**config.mk**
```make
export PLATFORM = sky130hd
export DESIGN_NAME = msb_first_bit_reader
export DESIGN_NICKNAME = d
export VERILOG_FILES = /design/src/sv/mbr_pkg.sv /design/src/sv/mbr_front.sv /design/src/sv/mbr_queue.sv /design/src/sv/mbr_back.sv /design/src/sv/msb_first_bit_reader.sv
export SDC_FILE = /design/constraint.sdc
export NUM_CORES = 1
export LEC_CHECK = 0
export BUFFER_PORTS_ARGS = -buffer_cell sky130_fd_sc_hd__buf_2
export CORE_UTILIZATION = 45
export DETAILED_ROUTE_END_ITERATION = 10
export GPL_TIMING_DRIVEN = 0
export SYNTH_ARGS = -nofsm -noshare
export SYNTH_HDL_FRONTEND = slang
export SYNTH_HIERARCHICAL = 1
export SYNTH_SLANG_ARGS = --single-unit
```
**constraint.sdc**
```tcl
create_clock -name clk -period 4.35 [get_ports clk]
set_input_delay 0 -clock clk [delete_from_list [all_inputs] [get_ports clk]]
set_output_delay 0 -clock clk [all_outputs]
set_load 0.05 [all_outputs]
```
**src/sv/mbr_pkg.sv**
```systemverilog
// Shared types, constants and helpers for the MSB-first bit reader.
package mbr_pkg;

	localparam int WordBits   = 32;
	localparam int HoldBits   = 64;
	localparam int MaxGetBits = 32;

	typedef enum logic [1:0] {
		CMD_CLEAR = 2'd0,
		CMD_PUSH  = 2'd1,
		CMD_GET   = 2'd2,
		CMD_NOP   = 2'd3
	} cmd_t;

	typedef enum logic [1:0] {
		ST_OK        = 2'd0,
		ST_UNDERFLOW = 2'd1,
		ST_FULL      = 2'd2
	} status_t;

	// One classified item as it waits between the front and the back.
	typedef struct packed {
		cmd_t        op;
		logic [31:0] word;
		logic [5:0]  count;
	} q_entry_t;

	// Queue occupancy as seen by the front and the back.
	typedef struct packed {
		logic full;
		logic valid;
	} q_stat_t;

	typedef struct packed {
		logic [31:0] value;
		status_t     status;
		logic [6:0]  held;
		logic [2:0]  offset;
	} result_t;

	function automatic logic [31:0] byte_reverse(input logic [31:0] w);
		byte_reverse = {w[7:0], w[15:8], w[23:16], w[31:24]};
	endfunction

endpackage

```
**src/sv/mbr_front.sv**
```systemverilog
// Front end: accepts input transactions, applies byte swap and clamps the request size.
module mbr_front import mbr_pkg::*; (
	input  logic        clk,
	input  logic        arst_n,
	input  logic        cfg_we,
	input  logic        cfg_wdata,
	input  logic        s_tvalid,
	output logic        s_tready,
	input  logic [39:0] s_tdata,
	input  logic [1:0]  s_tuser,
	input  q_stat_t     q_stat,
	output logic        q_push,
	output q_entry_t    q_entry
);

	logic        swap_q;
	logic [31:0] word_in;
	logic [5:0]  count_in;

	always_ff @(posedge clk or negedge arst_n) begin
		if (!arst_n) begin
			swap_q <= 1'b1;
		end else if (cfg_we) begin
			swap_q <= cfg_wdata;
		end
	end

	assign word_in  = s_tdata[31:0];
	assign count_in = s_tdata[37:32];

	assign s_tready = !q_stat.full;
	assign q_push   = s_tvalid && s_tready;

	always_comb begin
		q_entry.op    = cmd_t'(s_tuser);
		q_entry.word  = swap_q ? byte_reverse(word_in) : word_in;
		q_entry.count = (count_in > 6'(MaxGetBits)) ? 6'(MaxGetBits) : count_in;
	end

endmodule

```
**src/sv/mbr_queue.sv**
```systemverilog
// Two-entry queue between the front end and the execution back end.
module mbr_queue import mbr_pkg::*; (
	input  logic     clk,
	input  logic     arst_n,
	input  logic     push,
	input  q_entry_t wr_entry,
	input  logic     pop,
	output q_entry_t rd_entry,
	output q_stat_t  stat
);

	q_entry_t   mem_q [2];
	logic       wr_ptr_q;
	logic       rd_ptr_q;
	logic [1:0] count_q;

	always_ff @(posedge clk) begin
		if (push) begin
			mem_q[wr_ptr_q] <= wr_entry;
		end
	end

	always_ff @(posedge clk or negedge arst_n) begin
		if (!arst_n) begin
			wr_ptr_q <= 1'b0;
			rd_ptr_q <= 1'b0;
			count_q  <= 2'd0;
		end else begin
			if (push) begin
				wr_ptr_q <= !wr_ptr_q;
			end
			if (pop) begin
				rd_ptr_q <= !rd_ptr_q;
			end
			case ({push, pop})
				2'b10:   count_q <= count_q + 2'd1;
				2'b01:   count_q <= count_q - 2'd1;
				default: count_q <= count_q;
			endcase
		end
	end

	assign rd_entry   = mem_q[rd_ptr_q];
	assign stat.full  = count_q[1];
	assign stat.valid = (count_q != 2'd0);

endmodule

```
**src/sv/mbr_back.sv**
```systemverilog
// Back end: 64-bit bit buffer; one command per cycle into the output register when not stalled.
module mbr_back import mbr_pkg::*; (
	input  logic     clk,
	input  logic     arst_n,
	input  q_stat_t  q_stat,
	input  q_entry_t q_entry,
	output logic     q_pop,
	output logic     out_valid,
	input  logic     out_ready,
	output result_t  out_res
);

	logic [63:0] hold_q;
	logic [6:0]  held_q;
	logic [63:0] hold_d;
	logic [6:0]  held_d;
	logic        out_valid_q;
	result_t     out_res_q;
	result_t     res_d;

	assign q_pop = q_stat.valid && (!out_valid_q || out_ready);

	always_comb begin
		hold_d       = hold_q;
		held_d       = held_q;
		res_d.value  = 32'd0;
		res_d.status = ST_OK;
		case (q_entry.op)
			CMD_CLEAR: begin
				hold_d = 64'd0;
				held_d = 7'd0;
			end
			CMD_PUSH: begin
				if (held_q > 7'(HoldBits - WordBits)) begin
					res_d.status = ST_FULL;
				end else begin
					// New word lands directly below the bits already held.
					hold_d = hold_q | (64'(q_entry.word[WordBits-1:0])
						<< (7'(HoldBits - WordBits) - held_q));
					held_d = held_q + 7'(WordBits);
				end
			end
			CMD_GET: begin
				if (7'(q_entry.count) > held_q) begin
					res_d.status = ST_UNDERFLOW;
				end else begin
					// A zero-bit request shifts by the full width and yields zero.
					res_d.value = hold_q[63:32] >> (6'(MaxGetBits) - q_entry.count);
					hold_d      = hold_q << q_entry.count;
					held_d      = held_q - 7'(q_entry.count);
				end
			end
			default: begin
			end
		endcase
		res_d.held   = held_d;
		res_d.offset = held_d[2:0];
	end

	always_ff @(posedge clk or negedge arst_n) begin
		if (!arst_n) begin
			hold_q      <= 64'd0;
			held_q      <= 7'd0;
			out_valid_q <= 1'b0;
		end else begin
			if (q_pop) begin
				hold_q      <= hold_d;
				held_q      <= held_d;
				out_valid_q <= 1'b1;
			end else if (out_ready) begin
				out_valid_q <= 1'b0;
			end
		end
	end

	always_ff @(posedge clk) begin
		if (q_pop) begin
			out_res_q <= res_d;
		end
	end

	assign out_valid = out_valid_q;
	assign out_res   = out_res_q;

endmodule

```
**src/sv/msb_first_bit_reader.sv**
```systemverilog
// Flow: accepted transactions are written into a two-entry queue that decouples the back
// end from the input; each result is registered in the output register. Throughput: one
// transaction and one command per cycle while the output is not stalled (64-bit shifts).
// Reset: arst_n clears the holding register and bit count, empties the queue and output,
// and sets swap_q to 1.
module msb_first_bit_reader import mbr_pkg::*; (
	input  logic        clk,
	input  logic        arst_n,
	input  logic        cfg_we,
	input  logic        cfg_wdata,
	input  logic        s_tvalid,
	output logic        s_tready,
	input  logic [39:0] s_tdata,   // word_data[31:0], bit_count[37:32], zero fill
	input  logic [1:0]  s_tuser,   // command[1:0]
	output logic        m_tvalid,
	input  logic        m_tready,
	output logic [47:0] m_tdata,   // field_value[31:0], held_count[38:32], byte_offset[41:39]
	output logic [1:0]  m_tuser    // status[1:0]
);

	q_stat_t  q_stat;
	q_entry_t push_entry;
	q_entry_t head_entry;
	logic     q_push;
	logic     q_pop;
	result_t  res;

	mbr_front u_front (
		.clk      (clk),
		.arst_n   (arst_n),
		.cfg_we   (cfg_we),
		.cfg_wdata(cfg_wdata),
		.s_tvalid (s_tvalid),
		.s_tready (s_tready),
		.s_tdata  (s_tdata),
		.s_tuser  (s_tuser),
		.q_stat   (q_stat),
		.q_push   (q_push),
		.q_entry  (push_entry)
	);

	mbr_queue u_queue (
		.clk     (clk),
		.arst_n  (arst_n),
		.push    (q_push),
		.wr_entry(push_entry),
		.pop     (q_pop),
		.rd_entry(head_entry),
		.stat    (q_stat)
	);

	mbr_back u_back (
		.clk      (clk),
		.arst_n   (arst_n),
		.q_stat   (q_stat),
		.q_entry  (head_entry),
		.q_pop    (q_pop),
		.out_valid(m_tvalid),
		.out_ready(m_tready),
		.out_res  (res)
	);

	assign m_tdata = {6'd0, res.offset, res.held, res.value};
	assign m_tuser = res.status;

`ifndef SYNTHESIS
	a_offset_tracks_count: assert property (@(posedge clk) disable iff (!arst_n)
		m_tvalid |-> (res.offset == res.held[2:0]))
		else $error("byte_offset does not match held_count");

	a_count_in_range: assert property (@(posedge clk) disable iff (!arst_n)
		m_tvalid |-> (res.held <= 7'(HoldBits)))
		else $error("held_count exceeds holder size");

	a_error_zero_value: assert property (@(posedge clk) disable iff (!arst_n)
		(m_tvalid && (res.status != ST_OK)) |-> (res.value == 32'd0))
		else $error("nonzero field_value on error status");

	a_no_pop_when_empty: assert property (@(posedge clk) disable iff (!arst_n)
		(!q_stat.valid && !q_push) |=> !q_pop)
		else $error("queue popped while empty");
`endif

endmodule

```
* Word level (Yosys, flattened, before mapping)
Memory sizes are Yosys's and may differ from the RTL's. Index checks and enable logic that the tools add are counted.
Cells by class: add/subtract/negate cells 6, $mul 0, div/mod/pow operators 0, magnitude comparators 3, equal/unequal tests 6, shifts and indexed selects 3, mux-type cells 16, bitwise logic cells 2, reduce and logical (&&, ||, !) cells 14
Operator list (count):
- $pmux W64 S3 | 1
- $mux W64 | 2
- $or A64 B64 Y64 | 1
- $shl A32 B7 Y64 | 1
- $shl A64 B6 Y64 | 1
- $mux W32 | 1
- $shr A32 B6 Y32 | 1
- $pmux W7 S3 | 1
- $mux W7 | 2
- $pmux W2 S2 | 2
- $add A7 B6 Y7 const B | 1
- $gt A6 B7 Y1 | 1
- $gt A7 B6 Y1 const B | 1
- $sub A6 B7 Y7 const A | 1
- $sub A7 B6 Y7 | 1
- $gt A6 B6 Y1 const B | 1
- $mux W6 | 1
- $reduce_bool A2 Y1 | 3
- $sub A6 B6 Y6 const A | 1
- $mux W1 | 5
- $eq A2 B1 Y1 const B | 2
- $eq A2 B2 Y1 const B | 2
- $logic_not A1 Y1 | 4
- $ne A2 B2 Y1 const B | 2
- other kinds (10) | 11
Word-level totals: bits in registers 121, latch bits 0, bits in writable memories 80, memory bits (read-only) 0, output and inout port bits 52, word-level logic and storage cells 62, memories kept 1
Memories:
- u_queue.mem_q | words 2, bits a word 40, read ports 1, clocked after memory_dff 0, write ports 1, RTL line mbr_queue.sv:12 | q_entry_t mem_q [2];

* Logic depth before layout (Yosys ltp)
Gate-level depths: netlist of run 1.
depth in word-level cells 5, depth in mapped cells 18

* By module
The synthesis of run 1 kept the hierarchy.
By module, submodules not included:
- mbr_back | instances 1, cells an instance 1495, area each 13434.1 sq um, seq. area each 3032.9 sq um
- mbr_queue | instances 1, cells an instance 141, area each 3278.1 sq um, seq. area each 2502.4 sq um
- mbr_front | instances 1, cells an instance 48, area each 638.1 sq um, seq. area each 26.3 sq um
- msb_first_bit_reader | instances 1, cells an instance 7, area each 48.8 sq um, seq. area each 0.0 sq um

* Worst setup path after synthesis of run 1
No wires, ideal clock.
path type register to register, start register u_queue.rd_ptr_q, end register u_back.out_res_q (netlist bit u_back/out_res[13]), data pin, library setup time 266 ps, data arrival time 3892 ps, data required time 4084 ps, path slack 192 ps, stages on the path, launching flop included 18, period minus slack after synthesis 4158 ps, path through dfrtp_1 -> buf_6 -> buf_12 -> mux2_4 -> buf_2 -> inv_1 -> buf_2 -> buf_1 -> buf_2 -> ha_1 -> o21a_1 -> o31a_1 -> o41ai_2 -> buf_2 -> nor2_1 -> nand2_1 -> clkbuf_1 -> nor2_1
RTL lines:
- from (decl) | RTL line mbr_queue.sv:14 | logic rd_ptr_q;
- from (signal assigned) | RTL line mbr_queue.sv:33 | rd_ptr_q <= !rd_ptr_q;
- to (signal assigned) | RTL line mbr_back.sv:78 | out_res_q <= res_d;
- to (decl) | RTL line mbr_back.sv:18 | result_t out_res_q;

==> results of run 1 <==
[layout by cell type (no fill, tap or decap), types with 14 or more instances in the layout]
cell and n:
o22ai_1 45, dfrtp_1 76, nand2_1 186, clkbuf_16 17, dlygate4sd3_1 62, nor3_1 27
o211ai_1 21, buf_6 14, edfxtp_1 121, a211oi_1 25, mux2i_1 110, buf_2 119
inv_1 20, nand3_1 15, a21oi_1 85, mux4_2 96, clkbuf_1 52, nor2b_1 21
nor2_1 149, o21ai_0 85, o221ai_1 16, a22o_1 17, a31oi_1 16, ha_1 14
mux2_2 73, buf_4 35, mux2_4 70, a22oi_1 14
[per-layer routing]
metal / part of all wire / wire length, um / GRT usage
met5: 0.00018 / 13 / 0
met4: 0.067 / 4883 / 0.2311
met3: 0.096 / 7055 / 0.07969
met2: 0.46 / 33460 / 0.5956
met1: 0.38 / 27840 / 0.4816
[per-stage QoR]
step	worst slack (ns)	TNS [ns]	hold WS, ns	cells
3_5_place_dp	-1.208	-102.43	0.01318	2299
2_1_floorplan	0.1920	0	-0.2956	1696
5_1_grt	0.01996	0	0.1079	2393
6_report	0.008747	0	0.07721	2395
3_3_place_gp	-1.888	-106.96	0.1863	2296
4_1_cts	0.003884	0	0.06532	2394
[how the worst max path moves through the flow]
stage,start,endpoint,cells after the start
detailed placement,u_queue/rd_ptr_q$_DFFE_PN0P_,u_back/hold_q[53]$_DFFE_PN0P_,16
global route,u_queue/rd_ptr_q$_DFFE_PN0P_,u_back/out_res[13]$_SDFFCE_PP0P_,18
finish,u_queue/rd_ptr_q$_DFFE_PN0P_,u_back/hold_q[63]$_DFFE_PN0P_,13
floorplan,u_queue/rd_ptr_q$_DFFE_PN0P_,u_back/out_res[13]$_SDFFCE_PP0P_,17
global placement,u_queue/rd_ptr_q$_DFFE_PN0P_,u_back/hold_q[53]$_DFFE_PN0P_,16
CTS,u_queue/rd_ptr_q$_DFFE_PN0P_,u_back/hold_q[48]$_DFFE_PN0P_,19
[cell type report]
class                   instances  area [um2]
multi-input cells            1318       10930
well taps                     511       639.4
fillers                      3488       17900
repair buffers                159        1174
inverters                      29       116.4
clock buffers                  20       456.7
flip-flops and latches        198        5562
plain buffers                 146       948.4
diodes                          2       5.005
clock inverters                12       120.1
[repair_timing]
item,4_1_cts,5_1_grt
endpoints found under the hold margin,160,0
hold buffers,62,0
pin swaps,1,0
resized for setup,28,19
buffers inserted,5,0
setup endpoints to repair,111,86
[cells in the mapped netlist (15+ instances only)]
| cell type | count |
|---|---|
| nand2_1 | 190 |
| nor2_1 | 150 |
| edfxtp_1 | 121 |
| mux2i_1 | 110 |
| mux4_2 | 96 |
| o21ai_0 | 87 |
| a21oi_1 | 85 |
| dfrtp_1 | 76 |
| mux2_2 | 73 |
| mux2_4 | 70 |
| clkbuf_1 | 62 |
| o22ai_1 | 45 |
| buf_2 | 38 |
| nor3_1 | 28 |
| buf_4 | 27 |
| a211oi_1 | 25 |
| inv_1 | 22 |
| nor2b_1 | 21 |
| o211ai_1 | 21 |
| a31oi_1 | 18 |
| a22o_1 | 17 |
| o221ai_1 | 16 |
| nand3_1 | 15 |
[cells by family (layout without fill, tap and decap cells)]
logic type	count (synthesis)	after routing
AND/OR/NAND/NOR	473	473
AO/OA/AOI/OAI	446	446
multiplexers	357	357
flip-flops	198	198
buffers and inverters	180	366
XOR/XNOR	21	21
adder cells (fa/ha/maj)	15	15
other	1	8
[worst reg2reg max path: stages (launching register included)]
cell     delay, ns
dfrtp_1       0.38
buf_6         0.16
buf_12        0.16
mux2_4        0.28
buf_4         0.25
buf_2         0.37
buf_1         0.54
mux4_2        0.40
mux2i_1       0.44
nor2_1        0.08
nor3_1        0.55
o22ai_1       0.36
a21oi_1       0.22
nor2_1        0.06
[registers in the layout, summed over array words and instances, names as in the netlist]
| register | flops |
|---|---|
| u_back/held_q | 7 |
| u_back/hold_q | 64 |
| u_back/out_res | 41 |
| u_back/out_valid | 1 |
| u_front/swap_q | 1 |
| u_queue/count_q | 2 |
| u_queue/mem_q | 80 |
| u_queue/rd_ptr_q | 1 |
| u_queue/wr_ptr_q | 1 |
==> impl_metrics.env, run 1 <==
export IMPL_status="complete, but fails checks"
export IMPL_io_buffers=89
export IMPL_rows=71
export IMPL_clock_skew_ns=0.01603
export IMPL_avgSynthCellArea_um2=10.29
export IMPL_synthAdderAreaFrac=0.01122
export IMPL_start_util=0.4598
export IMPL_layout_drive_gt1_share=0.2673
export IMPL_routabilityCongestion=1.056
export IMPL_dr_pass1_iters=6
export IMPL_max_freq_mhz=230.3
export IMPL_io_pins=100
export IMPL_synth_edff_count=121
export IMPL_synth_top_family_by_area="multiplexers"
export IMPL_synthSimpleGateAreaFrac=0.1205
export IMPL_drv_cap=1
export IMPL_synthFlopType="edfxtp_1"
export IMPL_yosysSeqAreaShare=0.3196
export IMPL_critPathKind="reg -> reg"
export IMPL_synth_xor_area_share=0.01143
export IMPL_ys_async_sr_fraction=0.3889
export IMPL_grt_usage=0.3800
export IMPL_hold_viol=0
export IMPL_r2r_slack_ns=0.009
export IMPL_min_path_type="in -> async"
export IMPL_tightest_slew_ns=1.474
export IMPL_dieArea_um2=39460
export IMPL_place_area_um2=18600
export IMPL_wl_per_cell_um=30.58
export IMPL_grt_first_pass_wirelength_um=107200
export IMPL_die_w_um=198.6
export IMPL_cts_inserted_buffers=17
export IMPL_rsz0062_at_grt="false"
export IMPL_yosysTopAreaCellShare=0.2088
export IMPL_fp_dieH_um=198.6
export IMPL_gr_total_overflow=0
export IMPL_grt_max_degree=49
export IMPL_cts_path_max_buffers=2
export IMPL_cpMostUsedCell="nor2_1"
export IMPL_setup_viol=0
export IMPL_synth_area_leaders="edfxtp_1, mux4_2, dfrtp_1"
export IMPL_cts_root_buf="clkbuf_16"
export IMPL_cts_sinks=198
export IMPL_path_buf_inv=5
export IMPL_nNetsFinal=1932
export IMPL_ys_warn_count=6
export IMPL_ys_ff_latch=198
export IMPL_syn_to_final_growth_pct=14.65
export IMPL_violations="max-capacitance violations"
export IMPL_clkLatencyLatePin_ns=0.46
export IMPL_period_share=0.9980
export IMPL_first_iter_violations=1740
export IMPL_postLayoutCellArea_um2=19950
export IMPL_drt_total_wl_um=73250
export IMPL_slew_viol_final=0
export IMPL_reg2reg_to="u_back/hold_q[63]$_DFFE_PN0P_"
export IMPL_htreeDepth=4
export IMPL_crit_chain="buf_6, buf_12, mux2_4, buf_4, buf_2, buf_1, mux4_2, mux2i_1, nor2_1, nor3_1, o22ai_1, a21oi_1, nor2_1"
export IMPL_rr_worst_depth=13
export IMPL_r2r_start="u_queue/rd_ptr_q$_DFFE_PN0P_"
export IMPL_crit_family="buffers and inverters"
export IMPL_synth_compound_area_frac=0.1735
export IMPL_coreArea_um2=37840
export IMPL_path_clk_slew_ns=0.08
export IMPL_post_route_min_period_ns=4.341
export IMPL_slew_headroom=0.007199
export IMPL_dp_hpwl_um=57950
export IMPL_final_util=0.5271
export IMPL_start_kind="flip-flop"
export IMPL_cts_tree="built"
export IMPL_synthCells=1691
export IMPL_antenna_found_initial=1
export IMPL_crit_arrival_ns=4.70
export IMPL_synthMuxAreaShare=0.3047
export IMPL_drtAntennaViolNets=0
export IMPL_synth_cell_types=91
export IMPL_cp_max_fo=10
export IMPL_synth_top_cell_by_area="edfxtp_1"
export IMPL_via_count=16146
export IMPL_required_ns=4.71
export IMPL_synth_area_um2=17400
export IMPL_endpoint_kind="flip-flop"
export IMPL_grt_pass1_vias=15730
export IMPL_slowest_delay_ns=0.55
export IMPL_vias_per_cell=6.742
export IMPL_drc_errors=0
export IMPL_crit_slowest_cell="nor3_1"
Power of run 1 is left out: the tool's default activity adds up to more than one toggle a clock period on the data nets, which glitch-free logic cannot reach.
==> run 2, diff against run 1 <==
Settings changed: BUFFER_PORTS_ARGS -buffer_cell sky130_fd_sc_hd__buf_2 to -buffer_cell sky130_fd_sc_hd__buf_4, CELL_PAD_IN_SITES_DETAIL_PLACEMENT set to 0, CELL_PAD_IN_SITES_GLOBAL_PLACEMENT set to 2, CORE_UTILIZATION 45 to 38, PLACE_DENSITY_LB_ADDON set to 0.1.
==> impl_metrics.env, run 2 (synthesized netlist as in run 1, its figures left out) <==
export IMPL_mostFrequentLayoutCells="nand2_1, nor2_1, buf_4"
export IMPL_wl_per_cell_um=30.26
export IMPL_grt_pass1_vias=15649
export IMPL_regMostFlops="u_queue/mem_q"
export IMPL_path_buf_inv=5
export IMPL_dr_pass1_iters=6
export IMPL_cts_sinks=198
export IMPL_cp_max_fo=10
export IMPL_nNetsFinal=1933
export IMPL_critPathKind="reg -> reg"
export IMPL_first_iter_violations=1692
export IMPL_seqCellArea_um2=5562
export IMPL_drv_cap=0
export IMPL_min_path_type="in -> reg"
export IMPL_period_share=0.9924
export IMPL_io_buffers=89
export IMPL_r2r_slack_ns=0.03
export IMPL_die_w_um=216.0
export IMPL_fillers=4469
export IMPL_via_count=15961
export IMPL_final_util=0.4466
export IMPL_start_util=0.3842
export IMPL_cts_path_max_buffers=2
export IMPL_gr_total_overflow=0
export IMPL_drc_errors=0
export IMPL_layout_drive_gt1_share=0.2682
export IMPL_crit_slowest_cell="o21ai_0"
export IMPL_endpoint_kind="flip-flop"
export IMPL_routabilityCongestion=0.9983
export IMPL_largest_reg_flops=80
export IMPL_max_freq_mhz=231.7
export IMPL_cts_root_buf="clkbuf_16"
export IMPL_start_kind="flip-flop"
export IMPL_vias_per_cell=6.428
export IMPL_clkLatencyLatePin_ns=0.49
export IMPL_drt_total_wl_um=75140
export IMPL_grt_usage=0.3228
export IMPL_setup_viol=0
export IMPL_tightest_slew_ns=1.187
export IMPL_required_ns=4.70
export IMPL_antenna_found_initial=1
export IMPL_status="finished clean"
export IMPL_grt_max_degree=78
export IMPL_slew_headroom=0.2003
export IMPL_dieArea_um2=46650
export IMPL_grt_first_pass_wirelength_um=109100
export IMPL_coreArea_um2=45280
export IMPL_cts_inserted_buffers=17
export IMPL_path_clk_slew_ns=0.08
export IMPL_place_area_um2=18890
export IMPL_fin_setup_tns_ns=0
export IMPL_diodes=0
export IMPL_crit_chain="buf_6, buf_12, mux2_4, buf_6, buf_4, buf_4, mux2_2, mux4_2, o21ai_0, o32ai_1, a221oi_2, o22ai_1"
export IMPL_htreeDepth=4
export IMPL_crit_family="compound AO/OA/AOI/OAI gates"
export IMPL_postLayoutCellArea_um2=20220
export IMPL_hold_viol=0
export IMPL_io_pins=100
export IMPL_post_route_min_period_ns=4.317
export IMPL_dpl_worst_slack_ns=-1.377
export IMPL_multi_input_area_um2=10890
export IMPL_slowest_delay_ns=0.77
export IMPL_dp_hpwl_um=59210
export IMPL_syn_to_final_growth_pct=16.22
export IMPL_rsz0062_at_grt="true"
export IMPL_finalWorstSetupSlack_ns=0.03325
export IMPL_cts_tree="built"
export IMPL_rows=78
export IMPL_clock_skew_ns=0.01288
export IMPL_drtAntennaViolNets=0
export IMPL_slew_viol_final=0
export IMPL_crit_arrival_ns=4.67
export IMPL_fp_dieH_um=216.0
export IMPL_mostFrequentLayoutCell="nand2_1"
-- run 2: worst paths after layout --
kind,start,endpoint,cells past startpoint
max in group asynchronous,arst_n,u_back/hold_q[57]$_DFFE_PN0P_,2
max reg2reg,u_queue/rd_ptr_q$_DFFE_PN0P_,u_back/hold_q[36]$_DFFE_PN0P_,12
min reg2reg,u_queue/count_q[1]$_DFFE_PN0P_,u_queue/count_q[1]$_DFFE_PN0P_,1
min in group asynchronous,arst_n,u_queue/count_q[0]$_DFFE_PN0P_,2
min,s_tuser[0],u_queue/mem_q[0][38]$_DFFE_PP_,2
max,u_queue/rd_ptr_q$_DFFE_PN0P_,u_back/hold_q[36]$_DFFE_PN0P_,12
-- run 2: per-stage QoR --
step                hold slack (ns)  std cells
global placement             0.1907       2385
CTS                          0.2218       2478
detailed placement           0.1959       2387
floorplan                   -0.2956       1696
finish                       0.2434       2483
global route                 0.2402       2483
-- run 2: layout make-up --
type / count / area share
Timing Repair Buffer: 158 / 0.06744
Clock buffer: 19 / 0.02190
Clock inverter: 13 / 0.006806
Timing Repair inverter: 1 / 0.0002475
Tap cell: 600 / 0.03712
Inverter: 29 / 0.005630
Sequential cell: 198 / 0.2750
Buffer: 147 / 0.04709
Multi-Input combinational cell: 1318 / 0.5387
-- run 2: timing repair --
| item | CTS | global route |
|---|---|---|
| hold buffers | 61 | 0 |
| setup buffers | 2 | 4 |
| cloned | 0 | 1 |
| pin swaps | 1 | 1 |
| setup endpoints to repair | 111 | 48 |
| resized for setup | 27 | 15 |
| hold endpoints to repair | 159 | 0 |
-- run 2: per-layer routing --
metal	GRT usage	wire [um]	vias up
met1	0.4123	29920	8094
li1	-	-	6871
met3	0.05610	5635	160
met4	0.1702	3780	2
met5	0	13	-
met2	0.5221	35780	834
Power of run 2 is left out for the same reason.
